===== config.mk =====
export PLATFORM = sky130hd
export DESIGN_NAME = psrct_ctrl
export DESIGN_NICKNAME = d
export VERILOG_FILES = /design/src/rtl/core/psrct_pkg.sv /design/src/rtl/core/psrct_ctrl.sv
export SDC_FILE = /design/constraint.sdc
export NUM_CORES = 1
export LEC_CHECK = 0
export ABC_AREA = 1
export BUFFER_PORTS_ARGS = -buffer_cell sky130_fd_sc_hd__buf_2
export CAP_MARGIN = 10
export CORE_AREA = 2 2 39 41
export CTS_CLUSTER_DIAMETER = 80
export DETAILED_ROUTE_END_ITERATION = 10
export DIE_AREA = 0 0 41 43
export GPL_TIMING_DRIVEN = 0
export HOLD_SLACK_MARGIN = 0.15
export PLACE_DENSITY_LB_ADDON = 0.1
export SLEW_MARGIN = 0
export SYNTH_ARGS = -nofsm -noshare
export SYNTH_HDL_FRONTEND = slang
export SYNTH_SLANG_ARGS = --single-unit
export TNS_END_PERCENT = 30

===== constraint.sdc =====
create_clock -name clk -period 1 [get_ports clk]
set_input_delay 0.1 -clock clk [delete_from_list [all_inputs] [get_ports clk]]
set_output_delay 0.1 -clock clk [all_outputs]
set_load 0.03 [all_outputs]

===== src/rtl/core/psrct_pkg.sv =====
package psrct_pkg;

  localparam int DEF_TABLE_ENTRIES = 64;

  localparam logic [1:0] OP_COUNT = 2'd0;
  localparam logic [1:0] OP_CHECK = 2'd1;
  localparam logic [1:0] OP_SWEEP = 2'd2;

  localparam logic CFG_WINDOW = 1'b0;
  localparam logic CFG_LIMIT  = 1'b1;

  localparam logic [15:0] WINDOW_RESET = 16'd10;
  localparam logic [15:0] LIMIT_RESET  = 16'd100;

  typedef struct packed {
    logic        valid;
    logic        is_v6;
    logic [63:0] key_high;
    logic [63:0] key_low;
    logic [15:0] counter;
    logic [15:0] prev_counter;
    logic [31:0] window_start;
  } entry_t;

  typedef struct packed {
    logic clear_wr;
    logic idx_clr;
    logic idx_inc;
    logic load;
    logic rd;
    logic probe;
    logic sweep_wr;
    logic commit;
    logic finish;
  } ctl_t;

  typedef struct packed {
    logic last;
    logic match;
  } sts_t;

  function automatic entry_t apply_window(entry_t e, logic [31:0] now, logic [15:0] win,
                                          logic [15:0] lim, logic add);
    entry_t      r;
    logic [31:0] elapsed;
    logic [15:0] c;
    logic [16:0] s;
    r       = e;
    elapsed = now - e.window_start;
    c       = e.counter;
    if (elapsed > {16'b0, win}) begin
      r.window_start = now;
      c = (e.counter >= e.prev_counter) ? e.counter - e.prev_counter : 16'd0;
      r.prev_counter = c;
    end
    s = {1'b0, c} + {16'b0, add};
    if (s > {1'b0, lim}) begin
      s = {1'b0, lim};
    end
    r.counter = s[15:0];
    return r;
  endfunction

endpackage


===== src/rtl/core/psrct_ctrl.sv =====
module psrct_ctrl (
  input  logic              clk,
  input  logic              rst,
  input  logic              start,
  input  logic [1:0]        operation,
  input  psrct_pkg::sts_t   sts,
  output psrct_pkg::ctl_t   ctl,
  output logic              busy
);
  import psrct_pkg::*;

  typedef enum logic [5:0] {
    S_CLEAR  = 6'b000001,
    S_IDLE   = 6'b000010,
    S_READ   = 6'b000100,
    S_CHECK  = 6'b001000,
    S_UPDATE = 6'b010000,
    S_DONE   = 6'b100000
  } state_t;

  state_t     state;
  state_t     state_next;
  logic [1:0] op;
  logic [1:0] op_next;

  always_ff @(posedge clk) begin
    if (rst) begin
      state <= S_CLEAR;
      op    <= OP_COUNT;
    end else begin
      state <= state_next;
      op    <= op_next;
    end
  end

  assign busy = (state != S_IDLE);

  always_comb begin
    state_next = state;
    op_next    = op;
    ctl        = '0;
    unique case (state)
      S_CLEAR: begin
        ctl.clear_wr = 1'b1;
        if (sts.last) begin
          ctl.idx_clr = 1'b1;
          state_next  = S_IDLE;
        end else begin
          ctl.idx_inc = 1'b1;
        end
      end
      S_IDLE: begin
        if (start) begin
          ctl.load    = 1'b1;
          ctl.idx_clr = 1'b1;
          op_next     = operation;
          if (operation == OP_COUNT || operation == OP_CHECK || operation == OP_SWEEP) begin
            state_next = S_READ;
          end else begin
            state_next = S_DONE;
          end
        end
      end
      S_READ: begin
        ctl.rd     = 1'b1;
        state_next = S_CHECK;
      end
      S_CHECK: begin
        if (op == OP_SWEEP) begin
          ctl.sweep_wr = 1'b1;
          if (sts.last) begin
            state_next = S_DONE;
          end else begin
            ctl.idx_inc = 1'b1;
            state_next  = S_READ;
          end
        end else begin
          ctl.probe = 1'b1;
          if (sts.match || sts.last) begin
            state_next = (op == OP_COUNT) ? S_UPDATE : S_DONE;
          end else begin
            ctl.idx_inc = 1'b1;
            state_next  = S_READ;
          end
        end
      end
      S_UPDATE: begin
        ctl.commit = 1'b1;
        state_next = S_DONE;
      end
      S_DONE: begin
        ctl.finish = 1'b1;
        state_next = S_IDLE;
      end
      default: begin
        state_next = S_IDLE;
      end
    endcase
  end

endmodule


==> results of run 1 <==
==> critical path, stage by stage, from the launching register on <==
cell and delay (ns):
dfxtp_2 0.33, nor2_4 0.21, buf_6 0.14, nand3_2 0.10, o21ai_2 0.16, buf_6 0.14
==> Yosys cell counts, drive strengths merged <==
library cell  instances  area share
nand2                15        0.13
nor2                 18        0.20
o211ai                1       0.014
clkinv                2       0.014
o21ai                 4       0.039
dfxtp                 8        0.31
nand4                 4       0.048
a21oi                 3       0.029
nor3                  2       0.019
nand3                 5       0.067
inv                  16        0.12
nand3b                1       0.014
==> registers in the layout, summed over array words and instances, names as in the netlist <==
register	cells
op	2
state	6
==> metrics by stage <==
step                instance area, µm²  TNS (ns)  setup WS (ns)  hold slack [ns]
floorplan                          557     -1.14         -0.130            0.166
global placement                   657     -2.61         -0.277            0.340
detailed placement                 657     -2.66         -0.279            0.341
CTS                                812     -5.06         -0.463            0.212
global route                       873     -6.45         -0.527            0.228
finish                             873     -5.01         -0.442            0.209
==> layout make-up <==
cell class	instances	share of cell area
repair buffers	25	0.254
well taps	16	0.0229
inverters	18	0.0788
flip-flops and latches	8	0.192
multi-input cells	53	0.427
clock buffers	3	0.0258
==> path summary, 6_finish.rpt <==
path,from,end,slack [ns],cells after the start
worst max register to register,state[4],op[0],-0.26,5
worst min-delay path,sts[0],state[4],0.21,3
worst max-delay path,state[4],ctl[7],-0.44,5
worst min register to register,op[1],op[1],0.56,2
==> where the power goes <==
part | switching [W] | internal (W) | leakage (nW)
registers | 0.0000167 | 0.000334 | 0.0675
clock network | 0.000106 | 0.000137 | 0.0138
logic | 0.000144 | 0.000100 | 0.327
total | 0.000267 | 0.000571 | 0.408
==> layer usage <==
metal,vias up,share of wire,GRT usage,wire length (µm)
li1,304,-,-,-
met1,262,0.42,0.211,522
met2,16,0.51,0.241,635
met3,6,0.041,0.0366,51
met4,0,0.022,0.120,27
met5,-,0,0,0
==> cells by family (layout without fill, tap and decap cells) <==
kind of cell / count (synthesis) / in the layout / synth area share
AO/OA/AOI/OAI: 8 / 8 / 0.0819
flip-flops: 8 / 8 / 0.308
buffers and inverters: 18 / 46 / 0.130
AND/OR/NAND/NOR: 45 / 45 / 0.480
==> repair_timing <==
item | CTS | global route
hold buffers | 3 | 0
pin swaps | 5 | 12
hold endpoints to repair | 6 | 0
resized for setup | 28 | 14
buffers inserted | 4 | 2
setup endpoints to repair | 16 | 18
==> results.md, run 1 <==
- Core ar.: 1380 µm²
- Leak: 0.408 nW
- Endpoints failing hold: 0
- Register clock-pin slew on the reported worst setup and hold paths: 0.05 ns
- Setup-failing EPs final: 17
- Port Buf Inserts: 16
- FP Rows: 14
- Worst Setup Slack, final: -0.442 ns
- Antenna cells: 0
- FF+latch area: 168 µm²
- Inst Count DP: 111
- Violations in the final reports: setup timing
- Most common cell after layout, fill and taps aside: buf_6
- Routability Congestion: 0.763
- Drt first pass iters: 4
- Post-Syn Area: 519 µm²
- Outcome: finished, violations left
- Share of layout cells above drive strength 1: 0.607
- HP Class: in -> reg
- Clock buffers created by TritonCTS: 3
- Total Routing Usage GR: 0.168
- Dpl hpwl: 905 µm
- CTS tree: done
- Drt via density: 4.78
- Initial Util: 0.375
- Die width: 41 µm
- Worst Path Arrival: 1.34 ns
- Avg Inst Size Synth: 6.57 µm²
- Worst Setup Path Type: reg -> out
- Max VDD drop: 0.748 mV
- Post-DRT Antenna Nets: 0
- Max-slew violations: 0
- CTS H-Tree Depth: 1
- Antenna violations before repair: 0
- CP Capture Type: primary output
- CP Max Fanout: 4
- Post-Route WL: 1.24 mm
- Syn Nets: 86
- Tightest Pin Transition: 0.209 ns
- Layout fillers: 141
- Worst path required time: 0.90 ns
- DIE AREA: 1760 µm²
- Clock Sinks: 8
- First-pass GRT wire length: 1.97 mm
- Ports: 17
- Synth Instances: 79
- Finished Core Util: 0.631
- Most frequent cells in the layout: buf_6 (11), inv_1 (9), nand2_1 (9), nor2_1 (8)
- Per-cell routed wire length: 10.0 µm
- Seq/Total Area, Yosys: 0.308
- Total power per unit cell area: 959 nW/µm²
- Vias post-DR: 588
- Cell variety after synth: 19
- Clk Latency, worst-skew pair: 0.25 ns
- Remaining DRCs: 0
- Tot Pwr: 0.000838 W
- Die Ht: 43 µm
- Synth-to-Final Area Change: 68.2%
- Relative slew margins: 0.860
- Final period util: 1.44
- Yosys warns: 0
- DR iter-0 viols: 3
- Vias in the first global route: 515
- Non-Filler Instances: 123
- Max Buffers Root-to-Sink: 2
- RSZ-0062 raised after global routing: yes
- Multi-input logic area: 373 µm²
- Nets@finish: 116
- Pin count of the biggest net entering global routing: 9
- Max Cap Viol: 0
- Final worst path period need: 1.44 ns
- Clock Skews: 0.00135 ns
- Post-synthesis register bit count: 8
- CP startpoint kind: register
- Fmax: 693 MHz
- CTS root buf: clkbuf_4
- Total gr overflow: 0
Note: power is estimated with default switching activity, not from simulation.
==> inputs of run 2 (changes only) <==
--- a/config.mk
+++ b/config.mk
@@ -5,11 +5,12 @@
 export SDC_FILE = /design/constraint.sdc
 export NUM_CORES = 1
 export LEC_CHECK = 0
-export ABC_AREA = 1
-export BUFFER_PORTS_ARGS = -buffer_cell sky130_fd_sc_hd__buf_2
+export ABC_AREA = 0
+export BUFFER_PORTS_ARGS = -buffer_cell sky130_fd_sc_hd__buf_4
 export CAP_MARGIN = 10
 export CORE_AREA = 2 2 39 41
 export CTS_CLUSTER_DIAMETER = 80
+export CTS_CLUSTER_SIZE = 12
 export DETAILED_ROUTE_END_ITERATION = 10
 export DIE_AREA = 0 0 41 43
 export GPL_TIMING_DRIVEN = 0
==> run 2 against run 1 <==
Effect of this change:
- the run still ends with setup timing left
- flip-flop and latch count unchanged
- critical endpoint unchanged
- critical path type unchanged
- sequential power is 4% lower
- worst hold slack got worse by 0.033 ns
==> results.md, run 2 <==
- Clock buffers created by TritonCTS: 3
- Endpoints failing hold: 0
- CP Capture Type: primary output
- Port Buf Inserts: 16
- Antenna violations before repair: 0
- Clock Sinks: 8
- Tightest Pin Transition: 0.324 ns
- Post-Syn Area: 457 µm²
- Cell variety after synth: 26
- CP Max Fanout: 3
- CP startpoint kind: register
- Post-synth top flop: dfxtp_1
- Worst path required time: 0.90 ns
- Max Cap Viol: 0
- FP Rows: 14
- Final worst path period need: 1.50 ns
- CTS tree: done
- Synth Instances: 54
- Layout fillers: 122
- DIE AREA: 1760 µm²
- Share of layout cells above drive strength 1: 0.659
- Per-cell routed wire length: 12.5 µm
- Non-Filler Instances: 107
- Commonest cells post-synth: nor2_1 (9), dfxtp_1 (8), nand2_1 (5)
- Post-Route WL: 1.34 mm
- Max-slew violations: 0
- Worst Path Arrival: 1.40 ns
- Post-synthesis register bit count: 8
- Initial Util: 0.330
- CTS root buf: clkbuf_4
- Avg Inst Size Synth: 8.46 µm²
- Pin count of the biggest net entering global routing: 8
- Worst Setup Slack, final: -0.496 ns
- Clock Skews: 0.0103 ns
- Synth async-reset ratio: 0
- Total power per unit cell area: 892 nW/µm²
- Finished Core Util: 0.659
- Most flops, register: state
- Max Buffers Root-to-Sink: 2
- Drt via density: 5.10
- Synth area leaders: dfxtp_1 (35%), nor2_1 (7.4%), nor4_4 (4.7%)
- Nets@finish: 100
- Worst Setup Path Type: reg -> out
- Leak: 0.427 nW
- RSZ-0062 raised after global routing: yes
- HP Class: in -> reg
- Violations in the final reports: setup timing
- First-pass GRT wire length: 2.44 mm
- Final period util: 1.50
- Dpl hpwl: 844 µm
- Seq/Total Area, Yosys: 0.351
- Vias in the first global route: 573
- Inst Count DP: 86
- Register clock-pin slew on the reported worst setup and hold paths: 0.05 ns
- Cell with the most instances after synthesis: nor2_1
- Syn Nets: 61
- Max VDD drop: 0.565 mV
- Number of synthesized flops with an enable pin: 0
- Setup-failing EPs final: 18
- Cell type with the largest total area after synthesis: dfxtp_1
- CTS H-Tree Depth: 1
- Total gr overflow: 0
- Yosys warns: 0
- Drt first pass iters: 2
- Share of the synthesized area in the top cell type: 0.351
- Die Ht: 43 µm
- Total Routing Usage GR: 0.203
- DR iter-0 viols: 6
- Core ar.: 1380 µm²
- Synth-to-Final Area Change: 99.7%
- Vias post-DR: 546
- Most common cell after layout, fill and taps aside: buf_4
- Relative slew margins: 0.783
- Ports: 17
- Post-DRT Antenna Nets: 0
- DP Worst Slack: -0.563 ns
- Most frequent cells in the layout: buf_4 (19), buf_6 (12), nor2_1 (5), dfxtp_4 (5), nand2_1 (4)
- Antenna cells: 0
- Top flop regs: state: 6 flops, op: 2 flops
- Routability Congestion: 0.683
- Remaining DRCs: 0
- Max reg flops: 6
- Die width: 41 µm
- Outcome: finished, violations left
- Fmax: 668 MHz
- Clk Latency, worst-skew pair: 0.25 ns
run 2: cell count changes in the layout (fill, tap and decap cells not counted), sizes merged, moves of 3 or more:
| cell | change |
|---|---|
| nor2 | -9 |
| inv | -13 |
| nand4 | -3 |
| nand2 | -10 |
| nand3 | -4 |
| buf | +9 |
run 2: through the flow:
step	hold slack [ns]	TNS, ns	power (W)	area (µm²)
after CTS	0.183	-6.53	0.000818	888
after global placement	0.295	-5.45	0.000509	623
after detailed placement	0.300	-5.23	0.000509	623
after global routing	0.199	-7.97	0.000862	912
after floorplan	0.172	-3.42	0.000445	483
final	0.176	-6.53	0.000814	912
run 2: worst paths after layout:
kind	startpoint	to	slack, ns	cells after the start
min	rst	state[0]	0.18	2
max reg2reg	state[5]	state[5]	-0.36	5
max	state[5]	ctl[7]	-0.50	5
min reg2reg	op[0]	op[0]	0.52	2
run 2: layout make-up:
type                            instances  area, µm²  area share
Multi-Input combinational cell         43        367       0.402
Timing Repair Buffer                   34        308       0.337
Sequential cell                         8        181       0.199
Clock buffer                            3       22.5      0.0247
Tap cell                               16       20.0      0.0219
Inverter                                3       13.8      0.0151
run 2: repair_timing:
action / CTS / global route
gates resized for setup: 29 / 6
pin swaps: 9 / 4
endpoints found under the hold margin: 4 / 0
setup endpoints to repair: 18 / 18
buffers inserted: 15 / 1
hold buffers: 3 / 0
gates cloned: 0 / 0
run 2: power by group:
| part | internal (W) | switching, W | leakage, nW |
|---|---|---|---|
| sequential | 0.000321 | 0.0000147 | 0.0694 |
| clock | 0.000137 | 0.000110 | 0.0138 |
| combinational | 0.000114 | 0.000116 | 0.344 |
| total | 0.000573 | 0.000241 | 0.427 |
run 2: logic make-up (layout without fill, tap and decap cells):
family                 count (synthesis)  in the layout  synth area share
AO/OA/AOI/OAI                         13             13             0.197
XOR/XNOR                               1              1            0.0192
buffers and inverters                  3             40            0.0247
flip-flops                             8              8             0.351
multiplexers                           2              2            0.0438
AND/OR/NAND/NOR                       27             27             0.364
run 2: layer usage:
| metal | part of all wire | track usage | wire, µm | vias to the layer above |
|---|---|---|---|---|
| li1 | - | - | - | 276 |
| met1 | 0.42 | 0.256 | 558 | 257 |
| met2 | 0.54 | 0.319 | 716 | 11 |
| met3 | 0.040 | 0.0314 | 53 | 2 |
| met4 | 0.0067 | 0.100 | 9 | 0 |
| met5 | 0 | 0 | 0 | - |
run 2: worst max-delay path: stages, from the launching register on:
cell and delay, ns:
dfxtp_4 0.36, nor4_4 0.31, nand4_2 0.16, inv_4 0.10, a21o_2 0.10, buf_6 0.12
